## config.mk

```make
export PLATFORM = sky130hd
export DESIGN_NAME = mrpt_mulmod
export DESIGN_NICKNAME = d
export VERILOG_FILES = /design/src/mrpt_pkg.sv /design/src/mrpt_mulmod.sv
export SDC_FILE = /design/constraint.sdc
export NUM_CORES = 1
export LEC_CHECK = 0
export BUFFER_PORTS_ARGS = -buffer_cell sky130_fd_sc_hd__clkbuf_2
export CAP_MARGIN = 5
export CORE_ASPECT_RATIO = 1.4
export CORE_UTILIZATION = 55
export DETAILED_ROUTE_END_ITERATION = 6
export PLACE_DENSITY = 0.86
export RECOVER_POWER = 50
export SYNTH_ARGS = -nofsm -noshare
export SYNTH_HDL_FRONTEND = slang
export SYNTH_SLANG_ARGS = --single-unit
```

## constraint.sdc

```tcl
create_clock -name clk -period 9.4 [get_ports clk]
set_input_delay 0 -clock clk [delete_from_list [all_inputs] [get_ports clk]]
set_output_delay 0 -clock clk [all_outputs]
set_load 0.1 [all_outputs]
```

## src/mrpt_pkg.sv

```systemverilog
// Package for the Miller-Rabin primality tester: widths, bases, state type.
// Used by mrpt_mulmod and miller_rabin_primality_test; depends on nothing.
`default_nettype none
package mrpt_pkg;
	localparam int VALUE_WIDTH = 64;
	localparam int BASE_COUNT  = 12;
	localparam int CNT_W       = $clog2(VALUE_WIDTH);
	localparam int RND_W       = $clog2(VALUE_WIDTH) + 1;
	localparam int IDX_W       = $clog2(BASE_COUNT);

	typedef logic [VALUE_WIDTH-1:0] value_t;

	typedef enum logic [3:0] {
		ST_IDLE,
		ST_DECOMP,
		ST_BASE,
		ST_REDUCE,
		ST_POW,
		ST_POW_MUL,
		ST_POW_SQ,
		ST_CHECK,
		ST_SQ_LOOP,
		ST_SQ_WAIT,
		ST_DONE
	} state_t;

	function automatic value_t base_of(input logic [IDX_W-1:0] k);
		logic [5:0] b;
		case (k)
			4'd0:    b = 6'd2;
			4'd1:    b = 6'd3;
			4'd2:    b = 6'd5;
			4'd3:    b = 6'd7;
			4'd4:    b = 6'd11;
			4'd5:    b = 6'd13;
			4'd6:    b = 6'd17;
			4'd7:    b = 6'd19;
			4'd8:    b = 6'd23;
			4'd9:    b = 6'd29;
			4'd10:   b = 6'd31;
			4'd11:   b = 6'd37;
			default: b = 6'd2;
		endcase
		return value_t'(b);
	endfunction
endpackage
`default_nettype wire

```

## src/mrpt_mulmod.sv

```systemverilog
// Bit-serial modular multiplier: result = a * b mod m, one bit of b per cycle.
// Depends on mrpt_pkg. Operands must be below m.
`default_nettype none
module mrpt_mulmod import mrpt_pkg::*; (
	input  wire logic   clk,
	input  wire logic   arst_n,
	input  wire logic   start,
	input  wire value_t a,
	input  wire value_t b,
	input  wire value_t m,
	output logic        done,
	output value_t      result
);
	value_t                 a_q, b_q, m_q, acc_q;
	logic [CNT_W-1:0]       cnt_q;
	logic                   busy_q, done_q;
	logic [VALUE_WIDTH:0]   dbl, sum, mx;
	value_t                 dbl_red, addend, nxt;

	always_comb begin
		mx      = {1'b0, m_q};
		dbl     = {1'b0, acc_q} + {1'b0, acc_q};
		dbl_red = (dbl >= mx) ? VALUE_WIDTH'(dbl - mx) : dbl[VALUE_WIDTH-1:0];
		addend  = b_q[VALUE_WIDTH-1] ? a_q : '0;
		sum     = {1'b0, dbl_red} + {1'b0, addend};
		nxt     = (sum >= mx) ? VALUE_WIDTH'(sum - mx) : sum[VALUE_WIDTH-1:0];
	end

	always_ff @(posedge clk or negedge arst_n) begin
		if (!arst_n) begin
			busy_q <= 1'b0;
			done_q <= 1'b0;
			cnt_q  <= '0;
		end else begin
			done_q <= 1'b0;
			if (start) begin
				busy_q <= 1'b1;
				cnt_q  <= CNT_W'(VALUE_WIDTH - 1);
			end else if (busy_q) begin
				cnt_q <= cnt_q - 1'b1;
				if (cnt_q == '0) begin
					busy_q <= 1'b0;
					done_q <= 1'b1;
				end
			end
		end
	end

	always_ff @(posedge clk) begin
		if (start) begin
			a_q   <= a;
			b_q   <= b;
			m_q   <= m;
			acc_q <= '0;
		end else if (busy_q) begin
			acc_q <= nxt;
			b_q   <= {b_q[VALUE_WIDTH-2:0], 1'b0};
		end
	end

	assign done   = done_q;
	assign result = acc_q;
endmodule
`default_nettype wire
```

# Word level (Yosys, flattened, before mapping)
# Index checks and enable logic that the tools add are counted.
# totals
word_cells	29
mem_bits_ro	0
regBits	264
ram_bits	0
latchBits	0
mem_count	0
inputBits	195
# op_classes
addsub	5
shift	0
n_lt_le_gt_ge	2
div	0
n_eq_ne	0
n_reduce_logical	2
multipliers	0
n_bitwise	0
n_mux	13
# ops
op	n
2-to-1 mux 64 bit	5
adder 64 x 64 -> 65 bit	2
>= comparator 65 x 64 -> 1 bit	2
subtractor 64 bit	2
2-to-1 mux 6 bit	2
zero test 6 bit	1
2-to-1 mux 1 bit	6
subtractor 6 x 1 -> 6 bit (second input constant)	1
nonzero test 2 bit	1

# Depth between registers and ports, before layout
# logic_depth
depth_word	6
ltp_mapped	41
depth_no_buf	36

# Worst setup path after synthesis
# Ideal clock, no wire load.
# synth_path
path_kind	flip-flop to flip-flop
startpoint	register acc_q[15], in the netlist result[15]
endpoint	register acc_q[53], in the netlist result[53]
slack_ns	0.828
required_ns	9.281
n_path_buf	5
t_arrival_ns	8.453
path_stages_with_launch	38
synth_period_minus_slack_ns	8.572
setup_ns	0.119
path_cell_list	dfxtp_1 ha_1 buf_2 a21oi_2 o21ai_1 or4_1 a21o_1 a31oi_2 o21ai_1 a41oi_2 o31a_2 o31ai_4 buf_2 buf_2 a21oi_1 ha_1 buf_2 a21oi_2 [... 2 more ...] or4_1 o211ai_1 o21ai_1 o31ai_2 o21ai_1 or3_1 and2_1 ha_1 a21o_1 a21o_1 a21oi_1 o21ai_0 a41oi_1 o31ai_2 nor2_2 buf_4 nand2_1 o221a_2
# synth_between
elab_chain_cells	6
elab_cells_between_ends	8
cone_classes	add/sub: 4; order compare: 2; mux: 2
# synth_lines
element	line_no	source
start, declared	mrpt_mulmod.sv:14	value_t a_q, b_q, m_q, acc_q;
start signal, assigned	mrpt_mulmod.sv:56	acc_q <= nxt;
adder 64 x 64 -> 65 bit *	mrpt_mulmod.sv:22	dbl = {1'b0, acc_q} + {1'b0, acc_q};
subtractor 64 bit or >= comparator 65 x 64 -> 1 bit (tied branches)	mrpt_mulmod.sv:23	dbl_red = (dbl >= mx) ? VALUE_WIDTH'(dbl - mx) : dbl[VALUE_WIDTH-1:0];
2-to-1 mux 64 bit *	mrpt_mulmod.sv:23	
adder 64 x 64 -> 65 bit *	mrpt_mulmod.sv:25	sum = {1'b0, dbl_red} + {1'b0, addend};
subtractor 64 bit or >= comparator 65 x 64 -> 1 bit (tied branches)	mrpt_mulmod.sv:26	nxt = (sum >= mx) ? VALUE_WIDTH'(sum - mx) : sum[VALUE_WIDTH-1:0];
2-to-1 mux 64 bit *	mrpt_mulmod.sv:26	
# Mark *: on every way between the ends. The rest lies on a longest branch, timed or not.
# A chain may end at the register's enable or synchronous reset.

# Worst setup path after layout
# layout_path
startpoint	register m_q[1]
endpoint	register acc_q[44], in the netlist result[44]
# layout_between
elab_chain_cells	5
elab_cells_between_ends	7
cone_classes	add/sub: 3; order compare: 2; mux: 2
# layout_lines
element	line_no	source
start, declared	mrpt_mulmod.sv:14	
start signal, assigned	mrpt_mulmod.sv:53	m_q <= m;
subtractor 64 bit or >= comparator 65 x 64 -> 1 bit (tied branches)	mrpt_mulmod.sv:23	
2-to-1 mux 64 bit	mrpt_mulmod.sv:23	
adder 64 x 64 -> 65 bit	mrpt_mulmod.sv:25	
subtractor 64 bit or >= comparator 65 x 64 -> 1 bit (tied branches)	mrpt_mulmod.sv:26	
2-to-1 mux 64 bit *	mrpt_mulmod.sv:26	
# Marked as above.

==> results by group <==
Final layout
  – Final cell count without fillers: 3830
  – Share of cells above drive strength 1: 0.247
  – Fin area: 0.0298 mm²
  – Synth-to-layout area growth: 33.5%
  – Filler cells: 2625
  – Final nets: 3670
  – Final core occ: 0.750

Worst setup path
  – WP data arrival: 9.82 ns
  – Crit path kind: flip-flop to flip-flop
  – Critical-path top delay cell: or4_4
  – CP required: 9.88 ns
  – Startpoint types: flip-flop
  – Top cell by count, worst path: buf_4
  – Max FO, Critical Path: 15
  – CP max stage delay: 0.53 ns
  – Critical Path End Type: flip-flop

STA
  – Final Hold Fails: 0
  – Slew headroom: 0.251
  – Setup violators final: 0
  – Unrepaired setup endpoints after global routing: true
  – Slew @ Worst Pin: 1.11 ns
  – Slew Limit Fails: 0
  – Setup Skew: 0.0311 ns
  – Highest clock rate: 0.107 GHz
  – Post-layout minimum cycle time: 9.34 ns
  – Hold_ws: 0.0917 ns
  – Final Cycle Share: 0.994

Die
  – Die X: 172 µm
  – Rows: 86
  – Boundary pin count: 260
  – Core ar.: 0.0397 mm²
  – Initial Utilization: 0.562
  – Die area: 0.0414 mm²
  – Chip Height: 240 µm

Global routing
  – Overflow after GRT: 0
  – Initial antenna violation count: 4
  – Pin count of the biggest net entering global routing: 112
  – Tot GR Track Use: 0.435
  – First-pass GRT wire length: 137000 µm
  – Number of global-route vias before repair: 25330

Routing
  – Routed WL per cell: 24.0 µm
  – DR top layer: met5
  – Initial DRT Pass Iterations: 7
  – DRT Wirelength: 92100 µm
  – DRT antenna net count: 0
  – DRC: 12
  – Met1 WL: 29600 µm
  – Vias per cell: 6.53
  – Met3 WL post-DR: 8790 µm
  – Total number of vias: 25001
  – Met2 WL: 44100 µm
  – Drt first-iter violations: 2760

Synth
  – Register area share after synthesis: 0.325
  – Synth Instances: 2569
  – Synth warn: 0
  – Avg Inst Size Synth: 8.68 µm²
  – Post-synth net total: 2961
  – Primary FF master, synth: edfxtp_1
  – Synthesized area: 0.0223 mm²
  – Asr flop ratio synth: 0.0303
  – FF+latch count, synth: 264
  – EDFF count, synth: 192
  – Synth cell types: 88

Clock network
  – Worst-path clk slew: 0.07 ns
  – TritonCTS buffer count: 30
  – CTS tree: built
  – H-tree lvl count: 1
  – Clk_lat worst skew: 0.62 ns
  – Clock Sinks: 264
  – Clock root buffer: clkbuf_16
  – Clock Path Buffers: 3

Place
  – # port buffers: 259
  – Placed cell area: 0.0264 mm²
  – RD Place Congestion: 0.995
  – DPL Wire Length: 61200 µm
  – Placed Cells: 3566

Run status
  – Violated checks: design-rule violations
  – Status: finished, violations left

Min path
  – HP Class: primary input to flip-flop

Job
  – Max Cap Violations: 0
[repair_timing]
action | 4_1_cts | 5_1_grt
pin swaps | 3 | 17
endpoints found under the setup margin | 64 | 64
buffers inserted | 2 | 9
gates resized for setup | 16 | 51
hold buffers | 195 | 0
cloned | 0 | 2
hold endpoints to repair | 238 | 0
[kinds of logic after synthesis]
group           count (synthesis)  share of synthesized area
simple gates                  804                      0.171
compound gates                790                      0.234
xor+xnor                      178                     0.0699
flops                         264                      0.325
buf+inv                       252                     0.0456
mux                            84                     0.0423
fa+ha+maj                     197                      0.112
[metal layers]
layer	up-vias	GRT usage
met5	-	0.00124
met4	2	0.382
met3	713	0.107
met2	1957	0.745
met1	11469	0.436
li1	10860	-
[cells in the final DEF (no fill, tap or decap), types with 111 or more instances in the layout]
cell type      synthesis  final
buf_4                  6    343
a21oi_1              265    260
clkbuf_2               2    246
nand2_1              244    241
nor2_1               214    211
dlygate4sd3_1          0    195
edfxtp_1             192    192
ha_1                 194    189
a21o_1               120    120
inv_1                119    119
xnor2_1              111    111
[cells in the mapped netlist (54+ instances only)]
| master | count | area share |
|---|---|---|
| nand3_1 | 62 | 0.014 |
| clkbuf_1 | 104 | 0.018 |
| nor2_1 | 214 | 0.036 |
| mux2_2 | 76 | 0.038 |
| xor2_1 | 67 | 0.026 |
| dfxtp_1 | 64 | 0.057 |
| and2_1 | 83 | 0.023 |
| nand4_1 | 54 | 0.015 |
| a21o_1 | 120 | 0.040 |
| nand2_1 | 244 | 0.041 |
| inv_1 | 119 | 0.020 |
| ha_1 | 194 | 0.11 |
| edfxtp_1 | 192 | 0.26 |
| xnor2_1 | 111 | 0.044 |
| o21ai_0 | 102 | 0.023 |
| a21oi_1 | 265 | 0.059 |
[worst paths after layout]
check	start	to	slack, ns	cells past startpoint
worst min register to register	b_q[44]	b_q[45]	0.56	1
worst min-delay path	a[4]	a_q[4]	0.09	2
min in group asynchronous	arst_n	cnt_q[2]	0.41	3
worst max-delay path	m_q[1]	result[44]	0.06	38
worst max register to register	m_q[1]	result[44]	0.06	38
max in group asynchronous	arst_n	busy_q	8.65	3
[sequential cells by signal (all words and copies together) (netlist names)]
register  cells
a_q          64
b_q          64
busy_q        1
cnt_q         6
done          1
m_q          64
result       64
[area by class of cell]
class	count	area [µm²]	area share
repair buffers	809	6040	0.203
clock buffers	35	790	0.0265
clock inverters	19	238	0.00798
inverters	120	450	0.0151
multi-input cells	2053	14300	0.482
well taps	528	661	0.0222
diodes	2	5.00	0.000168
flip-flops and latches	264	7250	0.244
[stage by stage]
stage          TNS (ns)  worst slack, ns
6_report              0           0.0600
5_1_grt           -5.84           -0.170
4_1_cts               0          0.00191
3_5_place_dp     -39.53           -0.845
3_3_place_gp     -30.63           -0.861
2_1_floorplan         0            0.828
[critical path, delay by kind of cell (launching register included)]
| family | cells | cell delay [ns] |
|---|---|---|
| compound gates | 21 | 5.02 |
| fa+ha+maj | 3 | 0.92 |
| buf+inv | 9 | 1.60 |
| flops | 1 | 0.33 |
| mux | 1 | 0.34 |
| simple gates | 4 | 0.96 |
Power is left out: the tool's default activity adds up to more than one toggle a clock period on the data nets, which glitch-free logic cannot reach.
